`config.mk`:
```
export PLATFORM = sky130hd
export DESIGN_NAME = gcm_ghash_tag_engine_unit
export DESIGN_NICKNAME = d
export VERILOG_FILES = /design/src/rtl/gcm_gtag_pkg.sv /design/src/rtl/gcm_gtag_front.sv /design/src/rtl/gcm_gtag_fifo.sv /design/src/rtl/gcm_gtag_back.sv /design/src/rtl/gcm_ghash_tag_engine_unit.sv
export SDC_FILE = /design/constraint.sdc
export NUM_CORES = 2
export LEC_CHECK = 0
export BUFFER_PORTS_ARGS = -buffer_cell sky130_fd_sc_hd__buf_2
export CAP_MARGIN = 20
export CORE_MARGIN = 4
export CORE_UTILIZATION = 55
export DETAILED_ROUTE_END_ITERATION = 10
export PLACE_DENSITY = 0.83
export SLEW_MARGIN = 20
export SYNTH_ARGS = -nofsm -noshare
export SYNTH_HDL_FRONTEND = slang
export SYNTH_SLANG_ARGS = --single-unit
```
`constraint.sdc`:
```
create_clock -name clk -period 8.2 [get_ports clk]
set_clock_uncertainty 0.1 [all_clocks]
set_input_delay 0 -clock clk [delete_from_list [all_inputs] [get_ports clk]]
set_output_delay 0 -clock clk [all_outputs]
set_load 0.05 [all_outputs]
```
`src/rtl/gcm_gtag_pkg.sv`:
```
// shared types, codes and GF(2^128) helpers for the GHASH tag engine
package gcm_gtag_pkg;

  localparam int BLOCK_W = 128;
  localparam int HALF_W = 64;
  localparam int CNT_W = 61;
  localparam int VB_W = 5;
  localparam int KIND_W = 2;
  localparam int CFG_IDX_W = 3;
  localparam int BLOCK_BYTES = 16;

  // digit-serial multiplier: one 16-bit digit of the operand per cycle
  localparam int DIGIT_BITS = 16;
  localparam int MUL_STEPS = BLOCK_W / DIGIT_BITS;
  localparam int STEP_W = $clog2(MUL_STEPS);

  localparam int QUEUE_DEPTH_DEF = 2;

  // item kinds
  localparam logic [KIND_W-1:0] KIND_AAD = 2'd0;
  localparam logic [KIND_W-1:0] KIND_TEXT = 2'd1;
  localparam logic [KIND_W-1:0] KIND_FINISH = 2'd2;

  // configuration register indexes
  localparam logic [CFG_IDX_W-1:0] REG_HASH_KEY_HIGH = 3'd0;
  localparam logic [CFG_IDX_W-1:0] REG_HASH_KEY_LOW = 3'd1;
  localparam logic [CFG_IDX_W-1:0] REG_TAG_MASK_HIGH = 3'd2;
  localparam logic [CFG_IDX_W-1:0] REG_TAG_MASK_LOW = 3'd3;
  localparam logic [CFG_IDX_W-1:0] REG_EXP_TAG_HIGH = 3'd4;
  localparam logic [CFG_IDX_W-1:0] REG_EXP_TAG_LOW = 3'd5;

  // reduction constant, coefficient x^0 in the top bit
  localparam logic [BLOCK_W-1:0] GCM_R = {8'hE1, 120'h0};

  typedef struct packed {
    logic [KIND_W-1:0] kind;
    logic [HALF_W-1:0] block_high;
    logic [HALF_W-1:0] block_low;
    logic [VB_W-1:0]   valid_bytes;
  } in_item_t;

  typedef struct packed {
    logic [HALF_W-1:0] tag_high;
    logic [HALF_W-1:0] tag_low;
    logic              tag_matches;
  } out_item_t;

  // queued work: padded block or finish marker
  typedef struct packed {
    logic [KIND_W-1:0]  kind;
    logic [BLOCK_W-1:0] data;
    logic [VB_W-1:0]    nbytes;
  } entry_t;

  typedef struct packed {
    logic [BLOCK_W-1:0] hash_key;
    logic [BLOCK_W-1:0] tag_mask;
    logic [BLOCK_W-1:0] expected_tag;
  } cfg_t;

  // v * x^k in GCM bit order, k up to 16
  function automatic logic [BLOCK_W-1:0] mul_xk(input logic [BLOCK_W-1:0] v,
                                                input int unsigned k);
    logic [BLOCK_W-1:0] r;
    r = v >> k;
    for (int p = 0; p < DIGIT_BITS; p++) begin
      if ((p < int'(k)) && v[p]) begin
        r = r ^ (GCM_R >> (int'(k) - 1 - p));
      end
    end
    return r;
  endfunction

endpackage

```
`src/rtl/gcm_gtag_front.sv`:
```
// front end: classifies incoming transactions, drops no-ops, pads short blocks
module gcm_gtag_front (
  input  gcm_gtag_pkg::in_item_t in_item,
  input  logic                   in_valid,
  output logic                   in_ready,
  input  logic                   q_full,
  output logic                   q_push,
  output gcm_gtag_pkg::entry_t   q_entry
);

  logic [gcm_gtag_pkg::VB_W-1:0]    nbytes;
  logic [gcm_gtag_pkg::BLOCK_W-1:0] keep_mask;
  logic                             keep;

  // saturate the byte count at a full block
  assign nbytes = (in_item.valid_bytes > gcm_gtag_pkg::VB_W'(gcm_gtag_pkg::BLOCK_BYTES)) ?
                  gcm_gtag_pkg::VB_W'(gcm_gtag_pkg::BLOCK_BYTES) : in_item.valid_bytes;

  always_comb begin
    keep_mask = '0;
    for (int b = 0; b < gcm_gtag_pkg::BLOCK_BYTES; b++) begin
      keep_mask[gcm_gtag_pkg::BLOCK_W-1-8*b -: 8] = {8{gcm_gtag_pkg::VB_W'(b) < nbytes}};
    end
  end

  always_comb begin
    unique case (in_item.kind) inside
      gcm_gtag_pkg::KIND_AAD, gcm_gtag_pkg::KIND_TEXT: begin
        keep = (nbytes != '0);
      end
      gcm_gtag_pkg::KIND_FINISH: begin
        keep = 1'b1;
      end
      default: begin
        keep = 1'b0;
      end
    endcase
  end

  assign q_entry.kind = in_item.kind;
  assign q_entry.data = {in_item.block_high, in_item.block_low} & keep_mask;
  assign q_entry.nbytes = nbytes;

  // dropped transactions are still accepted, just never queued
  assign in_ready = !q_full;
  assign q_push = in_valid && !q_full && keep;

endmodule

```
`src/rtl/gcm_gtag_fifo.sv`:
```
// short queue between the front end and the multiply back end
module gcm_gtag_fifo #(
  parameter int DEPTH = gcm_gtag_pkg::QUEUE_DEPTH_DEF
) (
  input  logic                 clk,
  input  logic                 rst,
  input  logic                 push,
  input  gcm_gtag_pkg::entry_t push_entry,
  output logic                 full,
  input  logic                 pop,
  output logic                 not_empty,
  output gcm_gtag_pkg::entry_t head
);

  localparam int PTR_W = (DEPTH > 1) ? $clog2(DEPTH) : 1;
  localparam int CNT_W = $clog2(DEPTH + 1);
  localparam logic [PTR_W-1:0] LAST_PTR = PTR_W'(DEPTH - 1);

  gcm_gtag_pkg::entry_t slots [DEPTH];
  logic [PTR_W-1:0] wr_ptr;
  logic [PTR_W-1:0] rd_ptr;
  logic [CNT_W-1:0] count;

  assign full = (count == CNT_W'(DEPTH));
  assign not_empty = (count != '0);
  assign head = slots[rd_ptr];

  always_ff @(posedge clk) begin
    if (push) begin
      slots[wr_ptr] <= push_entry;
    end
  end

  always_ff @(posedge clk) begin
    if (rst) begin
      wr_ptr <= '0;
      rd_ptr <= '0;
      count <= '0;
    end else begin
      if (push) begin
        wr_ptr <= (wr_ptr == LAST_PTR) ? '0 : wr_ptr + 1'b1;
      end
      if (pop) begin
        rd_ptr <= (rd_ptr == LAST_PTR) ? '0 : rd_ptr + 1'b1;
      end
      if (push && !pop) begin
        count <= count + 1'b1;
      end else if (pop && !push) begin
        count <= count - 1'b1;
      end
    end
  end

  a_no_pop_empty: assert property (@(posedge clk) disable iff (rst) pop |-> not_empty)
    else $error("queue popped while empty");
  a_count_bound: assert property (@(posedge clk) disable iff (rst)
    (full && !pop) |=> (count == CNT_W'(DEPTH)))
    else $error("queue count moved while full and not popped");

endmodule

```
`src/rtl/gcm_gtag_back.sv`:
```
// back end: digit-serial GHASH multiply, byte counters, tag and compare
module gcm_gtag_back (
  input  logic                    clk,
  input  logic                    rst,
  input  gcm_gtag_pkg::cfg_t      cfg,
  input  logic                    q_valid,
  input  gcm_gtag_pkg::entry_t    q_entry,
  output logic                    q_pop,
  output logic                    out_valid,
  input  logic                    out_ready,
  output gcm_gtag_pkg::out_item_t out_item
);

  localparam logic [0:0] ST_IDLE = 1'b0;
  localparam logic [0:0] ST_MUL = 1'b1;
  localparam int BW = gcm_gtag_pkg::BLOCK_W;
  localparam int DB = gcm_gtag_pkg::DIGIT_BITS;

  logic [0:0]                        state;
  logic [gcm_gtag_pkg::STEP_W-1:0]   step;
  logic                              cur_fin;
  logic [BW-1:0]                     acc;
  logic [BW-1:0]                     opnd;
  logic [gcm_gtag_pkg::CNT_W-1:0]    aad_cnt;
  logic [gcm_gtag_pkg::CNT_W-1:0]    text_cnt;

  logic [BW-1:0] hpow [DB];
  logic [BW-1:0] digit_prod;
  logic [BW-1:0] mul_next;
  logic [BW-1:0] base;
  logic [BW-1:0] start_val;
  logic [BW-1:0] tag;
  logic          last;
  logic          start;
  logic          head_fin;
  logic          load_out;

  // H * x^b for each bit of a digit
  always_comb begin
    for (int b = 0; b < DB; b++) begin
      hpow[b] = gcm_gtag_pkg::mul_xk(cfg.hash_key, b);
    end
  end

  // lowest digit of the operand carries the highest powers of x
  always_comb begin
    digit_prod = '0;
    for (int s = 0; s < DB; s++) begin
      digit_prod = digit_prod ^ ({BW{opnd[s]}} & hpow[DB-1-s]);
    end
  end

  assign mul_next = gcm_gtag_pkg::mul_xk(acc, DB) ^ digit_prod;
  assign last = (state == ST_MUL) && (step == gcm_gtag_pkg::STEP_W'(gcm_gtag_pkg::MUL_STEPS - 1));
  assign load_out = last && cur_fin;

  // accumulator value once this cycle settles; finish clears it
  assign base = (state == ST_MUL) ? (load_out ? '0 : mul_next) : acc;
  assign tag = mul_next ^ cfg.tag_mask;

  assign head_fin = (q_entry.kind == gcm_gtag_pkg::KIND_FINISH);
  assign start = ((state == ST_IDLE) || last) && q_valid &&
                 (!head_fin || (!out_valid && !load_out));
  assign q_pop = start;

  assign start_val = base ^ (head_fin ? {aad_cnt, 3'b000, text_cnt, 3'b000} : q_entry.data);

  always_ff @(posedge clk) begin
    opnd <= start ? start_val : (opnd >> DB);
    if (load_out) begin
      out_item.tag_high <= tag[BW-1 -: gcm_gtag_pkg::HALF_W];
      out_item.tag_low <= tag[gcm_gtag_pkg::HALF_W-1:0];
      out_item.tag_matches <= (tag == cfg.expected_tag);
    end
  end

  always_ff @(posedge clk) begin
    if (rst) begin
      state <= ST_IDLE;
      step <= '0;
      cur_fin <= 1'b0;
      acc <= '0;
      aad_cnt <= '0;
      text_cnt <= '0;
      out_valid <= 1'b0;
    end else begin
      acc <= start ? '0 : base;
      if (start) begin
        state <= ST_MUL;
        step <= '0;
        cur_fin <= head_fin;
      end else if (last) begin
        state <= ST_IDLE;
      end else if (state == ST_MUL) begin
        step <= step + 1'b1;
      end
      if (start) begin
        case (q_entry.kind)
          gcm_gtag_pkg::KIND_AAD: begin
            aad_cnt <= aad_cnt + gcm_gtag_pkg::CNT_W'(q_entry.nbytes);
          end
          gcm_gtag_pkg::KIND_TEXT: begin
            text_cnt <= text_cnt + gcm_gtag_pkg::CNT_W'(q_entry.nbytes);
          end
          default: begin
            aad_cnt <= '0;
            text_cnt <= '0;
          end
        endcase
      end
      if (load_out) begin
        out_valid <= 1'b1;
      end else if (out_ready) begin
        out_valid <= 1'b0;
      end
    end
  end

  a_no_overwrite: assert property (@(posedge clk) disable iff (rst) load_out |-> !out_valid)
    else $error("result register overwritten");
  a_pop_when_free: assert property (@(posedge clk) disable iff (rst)
    q_pop |-> ((state == ST_IDLE) || last))
    else $error("queue popped while multiplier busy");
  a_finish_clears: assert property (@(posedge clk) disable iff (rst)
    (load_out && !start) |=> (acc == '0 && state == ST_IDLE))
    else $error("accumulator not cleared after finish");

endmodule

```
`src/rtl/gcm_ghash_tag_engine_unit.sv`:
```
// top level of the GCM GHASH tag engine: config registers, front end, queue, back end
//
//  channel  | signals                          | payload
//  ---------+----------------------------------+---------------------------------
//  input    | in_valid / in_ready              | in_item  (kind, block, bytes)
//  output   | out_valid / out_ready            | out_item (tag, tag_matches)
//  config   | cfg_wr_en, cfg_index             | cfg_data (64 bits, write only)
//
// each AAD or text block passes one 16-bit digit at a time through the digit-serial GF(2^128)
// multiplier; queued blocks follow back to back, each starting in the last step of the one before
// a finish runs the length block through the multiplier; the tag appears the cycle after its last step
// zero-byte blocks and unused kinds are accepted and discarded
// synchronous reset clears the accumulator, counters, queue and config registers
// the queue lets input transactions land while the multiplier or output stalls
module gcm_ghash_tag_engine_unit #(
  parameter int QUEUE_DEPTH = gcm_gtag_pkg::QUEUE_DEPTH_DEF
) (
  input  logic                                clk,
  input  logic                                rst,
  input  logic                                in_valid,
  output logic                                in_ready,
  input  gcm_gtag_pkg::in_item_t              in_item,
  output logic                                out_valid,
  input  logic                                out_ready,
  output gcm_gtag_pkg::out_item_t             out_item,
  input  logic                                cfg_wr_en,
  input  logic [gcm_gtag_pkg::CFG_IDX_W-1:0]  cfg_index,
  input  logic [gcm_gtag_pkg::HALF_W-1:0]     cfg_data
);

  gcm_gtag_pkg::cfg_t   cfg;
  gcm_gtag_pkg::entry_t push_entry;
  gcm_gtag_pkg::entry_t head;
  logic                 q_full;
  logic                 q_push;
  logic                 q_pop;
  logic                 q_not_empty;

  always_ff @(posedge clk) begin
    if (rst) begin
      cfg <= '0;
    end else if (cfg_wr_en) begin
      unique case (cfg_index)
        gcm_gtag_pkg::REG_HASH_KEY_HIGH: cfg.hash_key[127:64] <= cfg_data;
        gcm_gtag_pkg::REG_HASH_KEY_LOW:  cfg.hash_key[63:0] <= cfg_data;
        gcm_gtag_pkg::REG_TAG_MASK_HIGH: cfg.tag_mask[127:64] <= cfg_data;
        gcm_gtag_pkg::REG_TAG_MASK_LOW:  cfg.tag_mask[63:0] <= cfg_data;
        gcm_gtag_pkg::REG_EXP_TAG_HIGH:  cfg.expected_tag[127:64] <= cfg_data;
        gcm_gtag_pkg::REG_EXP_TAG_LOW:   cfg.expected_tag[63:0] <= cfg_data;
        default: begin
        end
      endcase
    end
  end

  gcm_gtag_front u_front (
    .in_item  (in_item),
    .in_valid (in_valid),
    .in_ready (in_ready),
    .q_full   (q_full),
    .q_push   (q_push),
    .q_entry  (push_entry)
  );

  gcm_gtag_fifo #(
    .DEPTH (QUEUE_DEPTH)
  ) u_fifo (
    .clk        (clk),
    .rst        (rst),
    .push       (q_push),
    .push_entry (push_entry),
    .full       (q_full),
    .pop        (q_pop),
    .not_empty  (q_not_empty),
    .head       (head)
  );

  gcm_gtag_back u_back (
    .clk       (clk),
    .rst       (rst),
    .cfg       (cfg),
    .q_valid   (q_not_empty),
    .q_entry   (head),
    .q_pop     (q_pop),
    .out_valid (out_valid),
    .out_ready (out_ready),
    .out_item  (out_item)
  );

endmodule
```
# --- After elaboration in Yosys (flattened, before gate mapping) ---
# Memory sizes are Yosys's and may differ from the RTL's. A register that Yosys moved wholly into a read port is not among the register bits.
# Index checks and enable logic that the tools add are counted.
word_totals:
  ram_bits: 270
  reg_bits: 901
  memories: 1
op_classes:
  bitwise_logic: 161
  n_reduce_logical: 36
  order_cmp: 17
  mux: 156
  eq_ne: 12
  n_addsub: 7
mem_list:
  columns: ["name", "depth", "word_bits", "rd", "rd_clocked_by_memory_dff", "write_ports", "line", "rtl"]
  rows:
  - ["u_fifo.slots", 2, 135, 1, 1, 1, "gcm_gtag_fifo.sv:19", "gcm_gtag_pkg::entry_t slots [DEPTH];"]
op_table:
  columns: ["cell", "count"]
  rows:
  - ["$mux W128", 19]
  - ["$xor A128 B128 Y128", 18]
  - ["$and A128 B128 Y128", 17]
  - ["$mux W127", 15]
  - ["$mux W126", 14]
  - ["$mux W125", 13]
  - ["$mux W124", 12]
  - ["$mux W123", 11]
  - ["$mux W122", 10]
  - ["$mux W121", 9]
  - ["$mux W120", 8]
  - ["$mux W119", 7]
  - ["$mux W118", 6]
  - ["$mux W117", 5]
  - ["$mux W116", 4]
  - ["$not A4 Y4", 105]
  - ["$mux W115", 3]
  - ["$pmux W61 S2", 2]
  - ["$mux W114", 2]
  - ["$eq A128 B128 Y1", 1]
  - ["$add A61 B5 Y61", 2]
  - ["$mux W113", 1]
  - ["$mux W112", 1]
  - ["$not A3 Y4", 17]
  - ["28 further kinds", 87]

# --- Depth between registers and ports, before layout ---
logic_depth:
  ltp_word: 51
  ltp_mapped: 17

# --- Hierarchy ---
# From an unflattened synthesis, not the netlist that was laid out.
unflattened:
  hier_cells: 9058
  area_unflattened_um2: 81012.7
by_module_without_submodules:
  columns: ["mod", "cells_per_inst", "instances", "area_each_um2"]
  rows:
  - ["gcm_gtag_back", 7131, 1, 54910.2]
  - ["gcm_ghash_tag_engine_unit", 1317, 1, 14839.2]
  - ["gcm_gtag_fifo", 442, 1, 10142.2]
  - ["gcm_gtag_front", 168, 1, 1121.1]

# --- Worst setup path after synthesis ---
# OpenSTA, ideal clock, no wires.
synth_path:
  path_kind: "register -> register"
  start: "reg u_fifo.count[0]"
  end: "mem u_fifo.slots[0][0] in the netlist's numbering (enable)"
  path_stages_with_launch: 4
  setup_slack_ns: 0.320
  t_required_ns: 7.453
  setup_ns: 0.647
  period_less_slack_ns: 7.880
  t_arrival_ns: 7.132
  cell_sequence: "dfxtp_1 > nand2b_1 > o2111a_1 > nor2b_1"
synth_via:
  elab_chain_cells: 6
synth_lines:
  columns: ["item", "line", "rtl"]
  rows:
  - ["start: declaration", "gcm_gtag_fifo.sv:22", "logic [CNT_W-1:0] count;"]
  - ["start signal: assignment", "gcm_gtag_fifo.sv:47", "count <= count + 1'b1;"]
  - ["start signal: assignment", "gcm_gtag_fifo.sv:49", "count <= count - 1'b1;"]
  - ["$eq A2 B2 Y1", "gcm_gtag_fifo.sv:24", "assign full = (count == CNT_W'(DEPTH));"]
  - ["$logic_not A1 Y1", null, null]
  - ["via in_ready", "gcm_ghash_tag_engine_unit.sv:21", "output logic in_ready,"]
  - ["$logic_and A1 B1 Y1 (2 in a row)", "gcm_gtag_front.sv:46", "assign q_push = in_valid && !q_full && keep;"]
  - ["via q_push", "gcm_ghash_tag_engine_unit.sv:35", "logic q_push;"]
  - ["$mux W1", "gcm_gtag_fifo.sv:29", "if (push) begin"]
  - ["$mux W1 (not written as such)", "gcm_gtag_fifo.sv:30", "slots[wr_ptr] <= push_entry;"]
  - ["end: declaration", "gcm_gtag_fifo.sv:19", null]
# The timed path passes the listed nets, and every way through them passes these cells.

# --- Worst setup path after layout ---
layout_path:
  start: "reg, netlist name cfg[259]"
  end: "reg, netlist name u_back.out_item[0]"
layout_via:
  elab_chain_cells: 34
  elab_cells_between_ends: 157
  classes_between: "eq/ne (1); mux (84); bitwise (72)"
layout_lines:
  columns: ["item", "line", "rtl"]
  rows:
  - ["$mux W117", "gcm_gtag_pkg.sv:67", "if ((p < int'(k)) && v[p]) begin"]
  - ["$not A4 Y4 (no source line)", null, null]
  - ["$mux W118", "gcm_gtag_pkg.sv:67", null]
  - ["$not A4 Y4 (no source line)", null, null]
  - ["$mux W119", "gcm_gtag_pkg.sv:67", null]
  - ["$mux W120", "gcm_gtag_pkg.sv:67", null]
  - ["$mux W121", "gcm_gtag_pkg.sv:67", null]
  - ["$mux W122", "gcm_gtag_pkg.sv:67", null]
  - ["(+5 left out)", null, null]
  - ["$mux W127", "gcm_gtag_pkg.sv:67", null]
  - ["$mux W128", "gcm_gtag_pkg.sv:67", null]
  - ["$and A128 B128 Y128", "gcm_gtag_back.sv:49", "digit_prod = digit_prod ^ ({BW{opnd[s]}} & hpow[DB-1-s]);"]
  - ["$xor A128 B128 Y128 (14 in a row)", "gcm_gtag_back.sv:49", null]
  - ["$xor A128 B128 Y128 *", "gcm_gtag_back.sv:49", null]
  - ["$xor A128 B128 Y128 *", "gcm_gtag_back.sv:53", "assign mul_next = gcm_gtag_pkg::mul_xk(acc, DB) ^ digit_prod;"]
  - ["$xor A128 B128 Y128 *", "gcm_gtag_back.sv:59", "assign tag = mul_next ^ cfg.tag_mask;"]
  - ["$eq A128 B128 Y1 *", "gcm_gtag_back.sv:73", "out_item.tag_matches <= (tag == cfg.expected_tag);"]
# Mark *: on every way between the ends. The rest lies on a longest branch, timed or not.
# A chain may end at the register's enable or synchronous reset.

==> summary.log <==
INFO  yosys          leading_post_synthesis_cells_by_instance_count=3098 x nand2_1, 1707 x xnor2_1, 773 x dfxtp_1
INFO  setup_path     slowest_delay=1050ps
INFO  pwr            powerDensity=279.6nW/µm²
INFO  pwr            part_of_the_total_power_dissipated_in_sequential_elements=31.7%
INFO  yosys          synthTopCellsByArea=dfxtp_1 20%, xnor2_1 19%, edfxtp_1 15%
INFO  clock_network  clkLatencyLatePin=820ps
INFO  placed_design  routabilityCongestion=1.057
INFO  timing         setup_slack=2506ps
INFO  placed_design  final_hpwl_from_detailed_placement=240000µm
INFO  detailed_routing detailroute.via_count=73790
INFO  yosys          number_of_flops_mapped_to_enable_cells_by_yosys=399
INFO  flow_run       maxCapViolCount=0
INFO  detailed_routing routed_wire_length_per_instance=30.29µm
INFO  setup_path     crit_path_max_fanout=23
INFO  timing         worst_slew_margin_rel=12.51%
INFO  timing         finalCritPeriodShare=69.44%
INFO  yosys          netlist.area_leader.share=19.84%
INFO  setup_path     critical_path.startpoint_type=flop
INFO  setup_path     timing.critical_path.mode_cell=xnor2_1
INFO  yosys          synth_seq_area_share=35.20%
INFO  clock_network  path_clk_slew=70ps
INFO  setup_path     worst_setup_path_end_kind=flop
INFO  detailed_routing detailedRoute.firstPassIterationCount=9
INFO  global_routing grt_usage=47.21%
INFO  die            rows=137
INFO  timing         period_minus_slack=5694ps
INFO  clock_network  htree_levels=4
INFO  yosys          synthFlopType=dfxtp_1
INFO  setup_path     crit_type=reg -> reg
INFO  yosys          avgSynthCellArea=8.094µm²
INFO  yosys          synth.largest_area_cell=dfxtp_1
INFO  timing         rsz0062_at_grt=no
INFO  setup_path     timing.critical_path.cells=xor3_1 -> xnor2_1 -> nand2_1 -> xnor2_1 -> xnor2_1 -> xor2_1 -> o22ai_1 -> a2111oi_0 -> o211ai_1 -> or4_1 -> nor4_2
INFO  detailed_routing dr.first_iter.drc_count=12580
INFO  finish         post-route-util=63.29%
INFO  global_routing grt-ovfl-total=0
INFO  finish         finalNonFillerCells=11870
INFO  yosys          synth.lib_cells_used.distinct=82
INFO  detailed_routing drc_errors=0
INFO  yosys          yosysWarningCount=0
INFO  pwr            worst_ir_drop_vdd=207.2µV
INFO  clock_network  clock_sink_count=1172
INFO  die            boundaryPins=338
INFO  pwr            switching_power=11620µW
INFO  setup_path     critPathRequiredTime=8720ps
INFO  clock_network  tritoncts=built
INFO  yosys          most_common_cell_in_the_synthesized_netlist=nand2_1
INFO  setup_path     r2r_slack=2510ps
INFO  die            die_h=384.6µm
INFO  die            die_span_x=384.6µm
INFO  finish         nFillCells=11510
INFO  yosys          synthesis.instances=9637
INFO  finish         syn2layout_area_growth=13.78%
INFO  pwr            p_sw_share=46.83%
INFO  clock_network  number_of_buffers_added_by_the_clock_tree_synthesis_step=130
INFO  run_status     run_status=finished, final reports clean
INFO  timing         fmax=175.6MHz
INFO  timing         finalHoldViolations=0
INFO  clock_network  clockRootBuffer=clkbuf_16
INFO  yosys          ys_seq_elements=1172
INFO  finish         drive_gt1_share=8.286%
INFO  pwr            clock_power_share=24.4%
INFO  die            starting_density_of_the_core=55.63%
INFO  setup_path     critical_path_arrival=6210ps
INFO  timing         tightest_slew=1299ps
INFO  global_routing grt_antenna_before_repair=28
INFO  yosys          postSynthNetCount=9859
INFO  worst_hold_path worst_min_delay_path_category=in -> reg
INFO  global_routing grt_pass1_vias=69050
INFO  yosys          async_flop_share=0%
INFO  timing         fin_worst_hold_slack=2.341ps
INFO  pwr            internal-power=13190µW
INFO  yosys          post_synth_instance_area=78000µm²
INFO  clock_network  post_cts_resize_count=0
INFO  global_routing grt_pass1_wl=505200µm
INFO  detailed_routing detail_route.wirelength=359500µm
INFO  finish         final_net_count=10100
INFO  pwr            leakagePower=0.03002µW
INFO  pwr            combPwrFrac=43.9%
INFO  detailed_routing antenna_left=0
INFO  setup_path     cpMaxStageDelayCell=dfxtp_1
INFO  placed_design  portBuffers=337
INFO  die            floorplan.die_area=147900µm²
INFO  timing         maxSlewViolCount=0
INFO  timing         final-setup-viol-count=0
INFO  clock_network  clk_path_buf_depth=3
INFO  timing         timing.setup.tns=0ps
INFO  placed_design  placement.setup.worst_slack=2720ps
INFO  placed_design  dp_cells=11290
INFO  die            core-area=140200µm²
INFO  global_routing grt_max_degree=177
INFO  detailed_routing drt-vias-per-instance=6.218
## cell families after synthesis
family / after synthesis / share of synthesized area, %
flops: 1172 / 35.20
xor+xnor: 2525 / 30.70
fa+ha+maj: 15 / 0.2599
mux: 150 / 1.946
simple gates: 3965 / 20.75
buf+inv: 827 / 4.153
compound gates: 983 / 6.996
## registers in the layout, summed over array words and instances, names as in the netlist, named ones only
name / count
u_fifo.rd_ptr: 1
u_fifo.count: 2
u_back.cur_fin: 1
u_back.text_cnt: 61
u_back.out_item: 129
u_fifo.slots: 270
u_back.state: 1
u_back.opnd: 128
u_fifo.wr_ptr: 1
cfg: 384
u_back.out_valid: 1
u_back.aad_cnt: 61
u_back.acc: 128
u_back.step: 3
## metrics by stage
stage,instance area [µm²],total power [µW]
2_1_floorplan,78000,13150
3_3_place_gp,80980,17770
3_5_place_dp,81030,17880
4_1_cts,88660,23920
5_1_grt,88730,24980
6_report,88750,24820
## worst max-delay path: cells and delay by family, from the launching register on
family	cells	cell delay (ps)
xor+xnor	5	2490
flops	1	1050
compound gates	3	990
simple gates	3	850
## cells in the final DEF, fill, tap and decap left out, drive strengths merged, types with 18 or more instances in the layout
| master | instances |
|---|---|
| or3 | 20 |
| nand3 | 72 |
| o21ai | 262 |
| and2 | 77 |
| xor2 | 688 |
| nand2 | 3099 |
| nor3 | 79 |
| inv | 71 |
| nand4 | 35 |
| dfxtp | 773 |
| xnor3 | 116 |
| edfxtp | 399 |
| a22oi | 32 |
| mux2i | 137 |
| nand2b | 24 |
| dlygate4sd3 | 325 |
| nor4 | 18 |
| clkbuf | 174 |
| nor2 | 319 |
| clkinv | 45 |
| a21oi | 546 |
| and3 | 70 |
| nor2b | 91 |
| buf | 543 |
| xnor2 | 1707 |
## final timing paths
kind,startpoint,endpoint,depth (start not counted)
worst max-delay path,cfg[259]$_SDFFE_PP0P_,u_back.out_item[0]$_DFFE_PP_,11
worst min register to register,u_back.opnd[60]$_DFF_P_,u_back.opnd[44]$_DFF_P_,2
worst max register to register,cfg[259]$_SDFFE_PP0P_,u_back.out_item[0]$_DFFE_PP_,11
worst min-delay path,in_item[62],u_fifo.slots[1][62]$_DFFE_PP_,3
## power by group through the flow
stage | sequential, µW | clock, µW | combinational [µW]
finish | 7860 | 6050 | 10900
global placement | 7830 | 0 | 9940
global route | 7830 | 6260 | 10900
detailed placement | 7850 | 0 | 10000
floorplan | 7060 | 0 | 6090
CTS | 7730 | 5970 | 10200
## repair_timing
item                      in CTS  in global routing
hold buffers                 327                  0
buffers inserted               0                  0
hold endpoints to repair     672                  0
## cell type report
cell class / instances / area, µm² / share of cell area, %
clock buffer: 174 / 3516 / 3.962
timing repair buffer: 868 / 6724 / 7.576
sequential: 1172 / 27520 / 31.01
antenna: 10 / 25.02 / 0.02820
tap: 1876 / 2347 / 2.645
multi-input combinational: 7638 / 47540 / 53.56
clock inverter: 63 / 815.8 / 0.9192
inverter: 66 / 262.8 / 0.2961
## layer usage
layer | routed length (µm) | part of all wire (%) | up-vias | global-route usage, %
li1 | - | - | 31160 | -
met1 | 125400 | 35 | 34800 | 58.77
met2 | 144400 | 40 | 6333 | 66.97
met3 | 52270 | 15 | 1477 | 15.41
met4 | 37060 | 10 | 26 | 37.42
met5 | 353 | 0.098 | - | 0
Note: power is estimated with default switching activity, not from simulation.
